--- config.mk ---
export PLATFORM = sky130hd
export DESIGN_NAME = sbx_ctrl
export DESIGN_NICKNAME = d
export VERILOG_FILES = /design/src/design/sbx_pkg.sv /design/src/design/sbx_ctrl.sv
export SDC_FILE = /design/constraint.sdc
export NUM_CORES = 1
export LEC_CHECK = 0
export ABC_AREA = 1
export BUFFER_PORTS_ARGS = -buffer_cell sky130_fd_sc_hd__buf_4
export CORE_AREA = 2 2 39 41
export CTS_CLUSTER_DIAMETER = 30
export DETAILED_ROUTE_END_ITERATION = 8
export DIE_AREA = 0 0 41 43
export PLACE_DENSITY = 0.63
export SLEW_MARGIN = 20
export SYNTH_ARGS = -nofsm -noshare
export SYNTH_HDL_FRONTEND = slang
export SYNTH_SLANG_ARGS = --single-unit
--- constraint.sdc ---
create_clock -name aclk -period 1.3 [get_ports aclk]
set_input_delay 0.13 -clock aclk [delete_from_list [all_inputs] [get_ports aclk]]
set_output_delay 0.13 -clock aclk [all_outputs]
set_load 0.05 [all_outputs]
--- src/design/sbx_pkg.sv ---
// sbx_pkg: shared constants, opcode codes, decode and local index functions and the
// controller/datapath command and status types of the bytecode execute unit.
// No dependencies.
package sbx_pkg;

    // storage sizes
    localparam int STACK_DEPTH = 64;
    localparam int LOCAL_COUNT = 256;
    localparam int CNT_W       = $clog2(STACK_DEPTH + 1);
    localparam int SP_AW       = $clog2(STACK_DEPTH);
    localparam int LOC_AW      = $clog2(LOCAL_COUNT);

    // payload widths
    localparam int S_DATA_W = 96;
    localparam int M_DATA_W = 64;

    // opcodes
    localparam logic [7:0] OP_ACONST_NULL   = 8'h01;
    localparam logic [7:0] OP_ICONST_M1     = 8'h02;
    localparam logic [7:0] OP_ICONST_0      = 8'h03;
    localparam logic [7:0] OP_ICONST_1      = 8'h04;
    localparam logic [7:0] OP_ICONST_2      = 8'h05;
    localparam logic [7:0] OP_ICONST_3      = 8'h06;
    localparam logic [7:0] OP_ICONST_4      = 8'h07;
    localparam logic [7:0] OP_ICONST_5      = 8'h08;
    localparam logic [7:0] OP_BIPUSH        = 8'h10;
    localparam logic [7:0] OP_SIPUSH        = 8'h11;
    localparam logic [7:0] OP_LDC           = 8'h12;
    localparam logic [7:0] OP_ILOAD         = 8'h15;
    localparam logic [7:0] OP_ILOAD_0       = 8'h1A;
    localparam logic [7:0] OP_ILOAD_1       = 8'h1B;
    localparam logic [7:0] OP_ILOAD_2       = 8'h1C;
    localparam logic [7:0] OP_ILOAD_3       = 8'h1D;
    localparam logic [7:0] OP_ISTORE        = 8'h36;
    localparam logic [7:0] OP_ISTORE_0      = 8'h3B;
    localparam logic [7:0] OP_ISTORE_1      = 8'h3C;
    localparam logic [7:0] OP_ISTORE_2      = 8'h3D;
    localparam logic [7:0] OP_ISTORE_3      = 8'h3E;
    localparam logic [7:0] OP_POP           = 8'h57;
    localparam logic [7:0] OP_DUP           = 8'h59;
    localparam logic [7:0] OP_IADD          = 8'h60;
    localparam logic [7:0] OP_ISUB          = 8'h64;
    localparam logic [7:0] OP_IMUL          = 8'h68;
    localparam logic [7:0] OP_IDIV          = 8'h6C;
    localparam logic [7:0] OP_IREM          = 8'h70;
    localparam logic [7:0] OP_INEG          = 8'h74;
    localparam logic [7:0] OP_ISHL          = 8'h78;
    localparam logic [7:0] OP_ISHR          = 8'h7A;
    localparam logic [7:0] OP_IAND          = 8'h7E;
    localparam logic [7:0] OP_IOR           = 8'h80;
    localparam logic [7:0] OP_IXOR          = 8'h82;
    localparam logic [7:0] OP_IINC          = 8'h84;
    localparam logic [7:0] OP_IFEQ          = 8'h99;
    localparam logic [7:0] OP_IFNE          = 8'h9A;
    localparam logic [7:0] OP_IFLT          = 8'h9B;
    localparam logic [7:0] OP_IFGE          = 8'h9C;
    localparam logic [7:0] OP_IFGT          = 8'h9D;
    localparam logic [7:0] OP_IFLE          = 8'h9E;
    localparam logic [7:0] OP_IF_ICMPEQ     = 8'h9F;
    localparam logic [7:0] OP_IF_ICMPNE     = 8'hA0;
    localparam logic [7:0] OP_IF_ICMPLT     = 8'hA1;
    localparam logic [7:0] OP_IF_ICMPGE     = 8'hA2;
    localparam logic [7:0] OP_IF_ICMPGT     = 8'hA3;
    localparam logic [7:0] OP_IF_ICMPLE     = 8'hA4;
    localparam logic [7:0] OP_GOTO          = 8'hA7;
    localparam logic [7:0] OP_IRETURN       = 8'hAC;
    localparam logic [7:0] OP_RETURN        = 8'hB1;
    localparam logic [7:0] OP_GETSTATIC     = 8'hB2;
    localparam logic [7:0] OP_PUTSTATIC     = 8'hB3;
    localparam logic [7:0] OP_INVOKEVIRTUAL = 8'hB6;
    localparam logic [7:0] OP_INVOKESPECIAL = 8'hB7;
    localparam logic [7:0] OP_INVOKESTATIC  = 8'hB8;

    // status codes
    localparam logic [1:0] ST_OK  = 2'd0;
    localparam logic [1:0] ST_OVF = 2'd1;
    localparam logic [1:0] ST_UNF = 2'd2;

    // static properties of an opcode
    typedef struct packed {
        logic [1:0] len;
        logic [1:0] need;
        logic [1:0] grow;
        logic       halt;
    } sbx_dec_t;

    // controller to datapath commands
    typedef struct packed {
        logic load;
        logic rd;
        logic exec;
        logic div_start;
        logic commit;
        logic top_ld;
        logic out_ld;
    } sbx_cmd_t;

    // datapath to controller status
    typedef struct packed {
        logic is_div;
        logic ok;
        logic refetch;
        logic div_done;
        logic out_free;
    } sbx_sts_t;

    function automatic sbx_dec_t sbx_decode(input logic [7:0] op);
        sbx_dec_t d;
        d = '{len: 2'd1, need: 2'd0, grow: 2'd0, halt: 1'b0};
        case (op) inside
            OP_ACONST_NULL, OP_ICONST_M1, OP_ICONST_0, OP_ICONST_1, OP_ICONST_2,
            OP_ICONST_3, OP_ICONST_4, OP_ICONST_5, OP_ILOAD_0, OP_ILOAD_1,
            OP_ILOAD_2, OP_ILOAD_3: begin
                d.grow = 2'd1;
            end
            OP_BIPUSH, OP_LDC, OP_ILOAD: begin
                d.len = 2'd2; d.grow = 2'd1;
            end
            OP_SIPUSH, OP_GETSTATIC: begin
                d.len = 2'd3; d.grow = 2'd1;
            end
            OP_ISTORE: begin
                d.len = 2'd2; d.need = 2'd1;
            end
            OP_ISTORE_0, OP_ISTORE_1, OP_ISTORE_2, OP_ISTORE_3, OP_POP: begin
                d.need = 2'd1;
            end
            OP_DUP: begin
                d.need = 2'd1; d.grow = 2'd2;
            end
            OP_IADD, OP_ISUB, OP_IMUL, OP_IDIV, OP_IREM, OP_ISHL, OP_ISHR,
            OP_IAND, OP_IOR, OP_IXOR: begin
                d.need = 2'd2; d.grow = 2'd1;
            end
            OP_INEG: begin
                d.need = 2'd1; d.grow = 2'd1;
            end
            OP_IINC, OP_GOTO, OP_INVOKEVIRTUAL, OP_INVOKESPECIAL,
            OP_INVOKESTATIC: begin
                d.len = 2'd3;
            end
            OP_IFEQ, OP_IFNE, OP_IFLT, OP_IFGE, OP_IFGT, OP_IFLE,
            OP_PUTSTATIC: begin
                d.len = 2'd3; d.need = 2'd1;
            end
            OP_IF_ICMPEQ, OP_IF_ICMPNE, OP_IF_ICMPLT, OP_IF_ICMPGE,
            OP_IF_ICMPGT, OP_IF_ICMPLE: begin
                d.len = 2'd3; d.need = 2'd2;
            end
            OP_IRETURN, OP_RETURN: begin
                d.halt = 1'b1;
            end
            default: begin
                d.len = 2'd1;
            end
        endcase
        return d;
    endfunction

    // local variable index used by an opcode
    function automatic logic [7:0] sbx_loc_index(input logic [7:0] op,
                                                 input logic [7:0] bop);
        logic [7:0] idx;
        case (op) inside
            OP_ILOAD_0, OP_ILOAD_1, OP_ILOAD_2, OP_ILOAD_3:     idx = op - OP_ILOAD_0;
            OP_ISTORE_0, OP_ISTORE_1, OP_ISTORE_2, OP_ISTORE_3: idx = op - OP_ISTORE_0;
            default:                                            idx = bop;
        endcase
        return idx;
    endfunction

endpackage

--- src/design/sbx_ctrl.sv ---
// sbx_ctrl: sequencing state machine of the execute unit.
// Issues commands to the datapath and reacts to its status.
// Depends on sbx_pkg.
module sbx_ctrl (
    input  logic              aclk,
    input  logic              aresetn,
    input  logic              s_valid,
    output logic              s_ready,
    input  sbx_pkg::sbx_sts_t sts,
    output sbx_pkg::sbx_cmd_t cmd
);
    import sbx_pkg::*;

    typedef enum logic [6:0] {
        S_IDLE   = 7'b0000001,
        S_READ   = 7'b0000010,
        S_EXEC   = 7'b0000100,
        S_DIVW   = 7'b0001000,
        S_COMMIT = 7'b0010000,
        S_TOPRD  = 7'b0100000,
        S_DONE   = 7'b1000000
    } state_t;

    state_t state_reg, state_next;

    // next state and commands
    always_comb begin
        state_next = state_reg;
        cmd        = '0;
        unique case (state_reg)
            S_IDLE: begin
                if (s_valid) begin
                    cmd.load   = 1'b1;
                    state_next = S_READ;
                end
            end
            S_READ: begin
                cmd.rd     = 1'b1;
                state_next = S_EXEC;
            end
            S_EXEC: begin
                cmd.exec = 1'b1;
                if (sts.is_div && sts.ok) begin
                    cmd.div_start = 1'b1;
                    state_next    = S_DIVW;
                end else begin
                    state_next = S_COMMIT;
                end
            end
            S_DIVW: begin
                if (sts.div_done)
                    state_next = S_COMMIT;
            end
            S_COMMIT: begin
                cmd.commit = 1'b1;
                state_next = sts.refetch ? S_TOPRD : S_DONE;
            end
            S_TOPRD: begin
                cmd.top_ld = 1'b1;
                state_next = S_DONE;
            end
            S_DONE: begin
                if (sts.out_free) begin
                    cmd.out_ld = 1'b1;
                    state_next = S_IDLE;
                end
            end
            default: begin
                state_next = S_IDLE;
            end
        endcase
    end

    always_ff @(posedge aclk) begin
        if (!aresetn)
            state_reg <= S_IDLE;
        else
            state_reg <= state_next;
    end

    assign s_ready = state_reg == S_IDLE;

endmodule

== Yosys cells after proc, flatten, opt, wreduce, memory -nomap -nowiden ==
Cells that the tools add are included.
Storage, ports and cells
  bits in registers: 7
  input bits: 8
  output and inout bits: 8
Cells by class
  eq/ne operators: 10
  mux-type cells: 15
  reduce and logical (&&, ||, !) cells: 2
Operator list (count)
  $pmux W7 S7: 1
  $mux W7: 4
  $mux W1: 8
  $eq A7 B1 Y1 const B: 1
  $eq A7 B2 Y1 const B: 1
  $eq A7 B3 Y1 const B: 1
  $eq A7 B4 Y1 const B: 1
  $eq A7 B5 Y1 const B: 1
  $eq A7 B6 Y1 const B: 1
  $eq A7 B7 Y1 const B: 1
  $ne A2 B2 Y1 const B: 3
  $mux W5: 1
  $reduce_and A3 Y1: 1
  $mux W2: 1
  $logic_and A1 B1 Y1: 1

== Longest topological paths before layout ==
Gate-level depths: netlist of run 1.
  word-level depth: 3
  depth in mapped cells: 8
  depth with buffers taken out: 8

== Worst setup path before layout of run 1 ==
Ideal clock, no wire load.
  path kind: register -> output
  start point: reg state_reg[1]
  end point: out cmd[0] (netlist bit)
  arrival time: 1.672 ns
  required time: 1.170 ns
  slack: -0.502 ns
  cell stages (with the launch flop): 4
  path buffers: 0
  path through: dfxtp_1 nor2_1 nand2_1 nor3b_1
RTL lines
  from (decl): RTL line sbx_ctrl.sv:24  | state_t state_reg, state_next;
  from (signal assigned): RTL line sbx_ctrl.sv:78  | state_reg <= state_next;
  to (decl): RTL line sbx_ctrl.sv:10  | output sbx_pkg::sbx_cmd_t cmd

==> flow_summary.json, run 1 <==
{
  "status": "complete, but fails checks",
  "violations": "negative setup slack",
  "yosys.area.top_type": "dfxtp_1",
  "worst_slew_pin_slew_ps": 217.1,
  "ctsHtreeMaxLevel": 1,
  "p_leak_nw": 0.4578,
  "drc": 0,
  "drtIter0Drc": 11,
  "hold_violations": 0,
  "final_max_slew_viol_count": 0,
  "syn_inst": 74,
  "cp_data_arrival_time_ps": 1310,
  "grt_max_degree": 6,
  "viasPerCell": 4.693,
  "cts_tree": "yes",
  "largest_reg_flops": 7,
  "first_pass_iters": 5,
  "ys_top_cells_by_area": "dfxtp_1 33%, nand2_1 16%, inv_1 13%",
  "cts_buffer_depth": 2,
  "fmaxAchievable_mhz": 692.8,
  "dieArea_um2": 1763,
  "insertion_delay_ps": 250,
  "grt_usage": 0.1662,
  "antenna_cells": 0,
  "die_w_um": 41,
  "wl_per_cell_um": 10.67,
  "cp.required_ps": 1170,
  "antenna_found_initial": 0,
  "cp_max_fo": 3,
  "overflow": 0,
  "path_class": "register to output port",
  "pin_count": 16,
  "r2r_setup_slack_ps": 40,
  "globalplace.congestion": 0.6929,
  "relSlewSlack": 0.8545,
  "period_minus_slack_ps": 1443,
  "startpoint_type": "register",
  "cp-end-kind": "output port",
  "fin_crit_sh": 1.110,
  "fin_skew_ps": 4.844,
  "power_density_nw_per_um2": 871.9,
  "ys_warn_count": 0,
  "wl_mm": 1.355,
  "cts_hold_buf": 0,
  "setup-violations-final": 8,
  "fin_area_um2": 889.6,
  "power.total_uw": 775.6,
  "hpwl_um": 809.5,
  "vdd_drop_max_mv": 0.5061,
  "nNetsFinal": 120,
  "placed_area_um2": 591.8,
  "postSynthRegisterBits": 7,
  "cts_sinks": 7,
  "final_cells": 127,
  "grt_pass1_vias": 523,
  "rsz0062_at_grt": "true",
  "cap_viol_max_count": 0,
  "vias": 596,
  "ys_types": 15,
  "yosysSeqAreaShare": 0.3265,
  "timing.final.ws_setup_ps": -143.3,
  "root_buffer": "clkbuf_4",
  "core_um2": 1384,
  "avgSynthCellArea_um2": 5.799,
  "placementRows": 14,
  "syn-num-nets": 82,
  "min_path_type": "primary input to register",
  "grt_pass1_wl_mm": 2.028,
  "start_util": 0.3101,
  "path_clk_slew_ps": 50,
  "netlist.area_leader.share": 0.3265,
  "cts_made_buffers": 3,
  "area_delta_synth_final_pct": 107.3,
  "syn_area_um2": 429.2,
  "place_inst": 105,
  "drtAntennaViolNets": 0,
  "drive_above_1_share": 0.6757,
  "port_buffers": 15,
  "die_y_um": 43
}
-- layer usage --
layer | GRT usage | up-vias | wire length, µm
met5 | 0 | - | 0
met4 | 0.08000 | 0 | 13
met3 | 0.01571 | 2 | 41
met2 | 0.2531 | 15 | 778
met1 | 0.2240 | 280 | 521
li1 | - | 299 | -
-- worst max-delay path, stage by stage (launching register included) --
cell	delay [ps]
dfxtp_4	360
inv_2	60
nand2_1	60
nor2_2	130
nand2_2	90
clkinvlp_4	100
nand2_4	60
clkinvlp_4	70
buf_8	130
-- Yosys cell counts --
cell	instances
nand4_1	1
o21ai_0	1
nand2_2	1
nor2_2	2
inv_2	1
nand2_1	18
nand3b_1	1
nor2_1	14
a21oi_2	1
nor3b_1	1
inv_1	15
nand3_1	7
nor3_1	3
a21oi_1	1
dfxtp_1	7
-- cells in the final DEF, fill, tap and decap left out, types with 2 or more instances in the layout --
master       n
buf_4       25
nand2_1     11
nor2_1       8
inv_1        7
nand2_2      6
inv_2        6
dfxtp_2      6
nor2_2       5
nand3_1      5
buf_8        4
buf_6        4
nor2_4       3
clkbuf_4     3
nand2_4      2
clkinvlp_4   2
a21oi_2      2
-- worst paths after layout --
check | startpoint | end | cells past startpoint
setup / recovery | state_reg[3] | cmd[3] | 8
hold / removal | aresetn | state_reg[0] | 2
setup reg to reg | state_reg[3] | state_reg[3] | 9
hold reg to reg | state_reg[1] | state_reg[2] | 4
-- per-stage QoR --
| stage | hold slack [ps] | setup TNS, ps | utilization | worst slack, ps |
|---|---|---|---|---|
| after floorplan | 214.1 | -111.1 | - | -80.35 |
| after global placement | 349.1 | 0 | 0.4277 | 90.09 |
| after detailed placement | 345.8 | 0 | 0.4277 | 88.08 |
| after CTS | 79.41 | -416.7 | 0.5597 | -120.5 |
| after global routing | 88.20 | -1622 | 0.6429 | -236.5 |
| final | 80.88 | -827.7 | 0.6429 | -143.3 |
-- cells by family after synthesis --
kind of cell,Yosys count,share of synthesized area
buffers and inverters,16,0.1399
AND/OR/NAND/NOR,48,0.4898
AO/OA/AOI/OAI,3,0.04371
flip-flops,7,0.3265
-- cell type report --
cell class,instances,area [µm²]
well taps,16,20.02
inverters,16,70.07
fillers,127,494.2
clock buffers,4,26.28
repair buffers,33,292.8
multi-input cells,51,329.1
flip-flops and latches,7,151.4
-- power by group --
part	switching, mW	internal (mW)
Combinational	0.199	0.132
Sequential	0.0170	0.230
Clock	0.0795	0.117
-- timing repair --
| action | CTS | global route |
|---|---|---|
| cloned | 0 | 0 |
| pin swaps | 7 | 7 |
| gates resized for setup | 24 | 19 |
| setup buffers | 11 | 7 |
| setup endpoints to repair | 8 | 10 |
No activity file was read; power rests on OpenSTA's default activity.
==> inputs of run 2 (changes only) <==
ABC_AREA = not set   (was 1)
CELL_PAD_IN_SITES_DETAIL_PLACEMENT = 0   (was not set)
CELL_PAD_IN_SITES_GLOBAL_PLACEMENT = 1   (was not set)
CORE_AREA = not set   (was 2 2 39 41)
CORE_MARGIN = 2   (was not set)
CORE_UTILIZATION = 32   (was not set)
DIE_AREA = not set   (was 0 0 41 43)
PLACE_DENSITY = 0.8   (was 0.63)
clock period = 1.5 ns   (was 1.3 ns; I/O delays follow)
==> run 2 against run 1 <==
- the run still ends with negative setup slack left
- largest cell class unchanged
- clock power down 14%
- sequential power decreased by 20%
- synthesized area grew 6.7%
- critical endpoint unchanged
- register-to-register slack is essentially flat
- clock skew grew 0.69 ps
- highest routed layer unchanged
- worst hold slack improved by 56 ps
- first-iteration DRC count down 45%
- global-route usage decreased by 0.47 points
==> flow_summary.json, run 2 <==
{
  "setup.worst_path.end": "cmd[3]",
  "cts_buffer_depth": 2,
  "vdd_drop_max_mv": 0.6206,
  "synth_edf_count": 0,
  "cts_tree": "yes",
  "layout_commonest_cell": "buf_4",
  "startpoint_type": "register",
  "antenna_cells": 0,
  "syn_inst": 57,
  "worst-path-stages": 4,
  "synth_common_cells": "10 x nor2_1, 7 x dfxtp_1, 4 x nor3_1",
  "wl_mm": 1.274,
  "cp_max_fo": 4,
  "mostFrequentLayoutCells": "22 x buf_4, 6 x nor2_1, 5 x dfxtp_1",
  "synth_adder_area_share": 0,
  "final_max_slew_viol_count": 0,
  "intPower_uw": 369.0,
  "yosysMostFrequentCell": "nor2_1",
  "p_sw_uw": 163.7,
  "r2r_cells": 5,
  "wl_per_cell_um": 12.61,
  "overflow": 0,
  "syn_area_um2": 457.9,
  "relSlewSlack": 0.7915,
  "muxShareOfSynthArea": 0,
  "fin_crit_sh": 1.125,
  "hold_violations": 0,
  "ctsHtreeMaxLevel": 1,
  "grt_usage": 0.1614,
  "fin_skew_ps": 5.539,
  "final_cells": 101,
  "status": "complete, but fails checks",
  "drtIter0Drc": 6,
  "synth_xor_area_frac": 0.01913,
  "violations": "negative setup slack",
  "drive_above_1_share": 0.5116,
  "power_density_nw_per_um2": 706.0,
  "synthFlopType": "dfxtp_1",
  "cts_made_buffers": 3,
  "die_w_um": 41.83,
  "grt_max_degree": 11,
  "path_clk_slew_ps": 60,
  "p_clk_frac": 0.318,
  "largest_reg_flops": 7,
  "path_buf_inv": 1,
  "yosysSeqAreaShare": 0.3060,
  "worst_slew_pin_slew_ps": 308.9,
  "area_delta_synth_final_pct": 64.75,
  "grt_pass1_vias": 503,
  "root_buffer": "clkbuf_4",
  "path_delay_family": "simple AND/OR/NAND/NOR gates",
  "path_class": "register to output port",
  "yosys.area.top_type": "dfxtp_1",
  "synth-simple-area-share": 0.4399,
  "rsz0062_at_grt": "true",
  "cap_viol_max_count": 0,
  "dieArea_um2": 1750,
  "fin_util": 0.5727,
  "insertion_delay_ps": 250,
  "port_buffers": 15,
  "cpMaxStageDelayCell": "or3_4",
  "antenna_found_initial": 0,
  "synth_compound_area_frac": 0.1749,
  "rr_endpoint": "state_reg[6]",
  "avgSynthCellArea_um2": 8.034,
  "syn-num-nets": 65,
  "nNetsFinal": 95,
  "place_inst": 91,
  "path_cells": "or3_4 -> nor4_4 -> and3_4 -> buf_8",
  "drtAntennaViolNets": 0,
  "cp.required_ps": 1350,
  "ys_top_cells_by_area": "dfxtp_1 31%, nor2_1 8.2%, nor4_4 4.6%",
  "p_leak_nw": 0.3210,
  "netlist.area_leader.share": 0.3060,
  "synth_top_family_by_area": "simple AND/OR/NAND/NOR gates",
  "core_um2": 1318,
  "drc": 0,
  "start_util": 0.3476,
  "r2r_setup_slack_ps": 30,
  "max_stage_delay_ps": 420,
  "timing.final.ws_setup_ps": -187.7,
  "die_y_um": 41.83,
  "cp_data_arrival_time_ps": 1540,
  "period_minus_slack_ps": 1688,
  "startpoint": "state_reg[0]",
  "p_comb_frac": 0.311,
  "fmaxAchievable_mhz": 592.5,
  "globalplace.congestion": 0.7826,
  "pin_count": 16,
  "postSynthRegisterBits": 7,
  "placementRows": 13,
  "min_path_type": "primary input to register",
  "async_flop_share": 0,
  "hpwl_um": 934.4,
  "ys_types": 29,
  "grt_pass1_wl_mm": 2.201,
  "vias": 525,
  "swShare": 0.3073,
  "ys_warn_count": 0,
  "r2r-start": "state_reg[2]",
  "setup-violations-final": 7,
  "cts_sinks": 7,
  "viasPerCell": 5.198,
  "seqPwrFrac": 0.371,
  "first_pass_iters": 2,
  "cp-end-kind": "output port"
}
run 2: cell types whose count changed after synthesis, sizes merged, moves of 3 or more:
cell | previous run | this run
nand3 | 7 | 0
nand2 | 19 | 3
inv | 16 | 3
and3 | 0 | 3
nor2 | 16 | 10
run 2: repair_timing:
item	in CTS	in global routing
gates resized for setup	9	4
hold buffers	0	0
setup endpoints to repair	8	12
pin swaps	1	1
buffers inserted	4	2
run 2: kinds of logic after synthesis:
family,Yosys count
and+or+nand+nor,33
AOI/OAI and AO/OA,11
DFF,7
buffers and inverters,5
xor gates and xnor gates,1
run 2: metal layers:
metal / vias to the layer above / global-route usage / wire length [µm]
li1: 264 / - / -
met1: 240 / 0.1974 / 558
met2: 19 / 0.2594 / 608
met3: 2 / 0.05217 / 82
met4: 0 / 0.06452 / 24
met5: - / 0 / 0
run 2: area by class of cell:
cell class / count / area (µm²)
inverter: 3 / 11.26
multi-input combinational: 45 / 326.6
tap: 15 / 18.77
fill: 135 / 563.0
clock buffer: 4 / 26.28
sequential: 7 / 142.6
timing repair buffer: 27 / 229.0
run 2: through the flow:
step | hold WS (ps) | setup TNS, ps | setup WS [ps] | instance area (µm²) | power (mW)
6_report | 137.2 | -798.2 | -187.7 | 754.5 | 0.5326
5_1_grt | 143.9 | -1585 | -246.1 | 754.5 | 0.5653
4_1_cts | 138.5 | -722.0 | -199.7 | 728.2 | 0.5249
3_5_place_dp | 393.2 | 0 | 17.56 | 643.1 | 0.3327
3_3_place_gp | 388.9 | 0 | 73.81 | 643.1 | 0.3305
2_1_floorplan | 267.8 | -1484 | -427.1 | 491.7 | 0.2829
run 2: how the worst min path moves through the flow:
stage               slack (ps)  cells past startpoint     from      endpoint
finish                     140                      2   sts[2]  state_reg[5]
global route               140                      2  aresetn  state_reg[1]
CTS                        140                      2   sts[2]  state_reg[5]
detailed placement         390                      2   sts[2]  state_reg[5]
global placement           390                      2   sts[2]  state_reg[5]
floorplan                  270                      1  aresetn  state_reg[3]
run 2: worst register-to-register path, cell delays in order (launching register included):
cell      delay (ps)
dfxtp_1          330
nor3_1           250
nand2b_1         170
buf_4            180
a211o_2          260
a211oi_1         210
run 2: power groups by stage:
stage	Clock (mW)	Combinational [mW]	Sequential (mW)
finish	0.169	0.166	0.198
global route	0.190	0.177	0.198
CTS	0.171	0.157	0.197
detailed placement	0	0.132	0.200
global placement	0	0.131	0.200
floorplan	0	0.0813	0.202
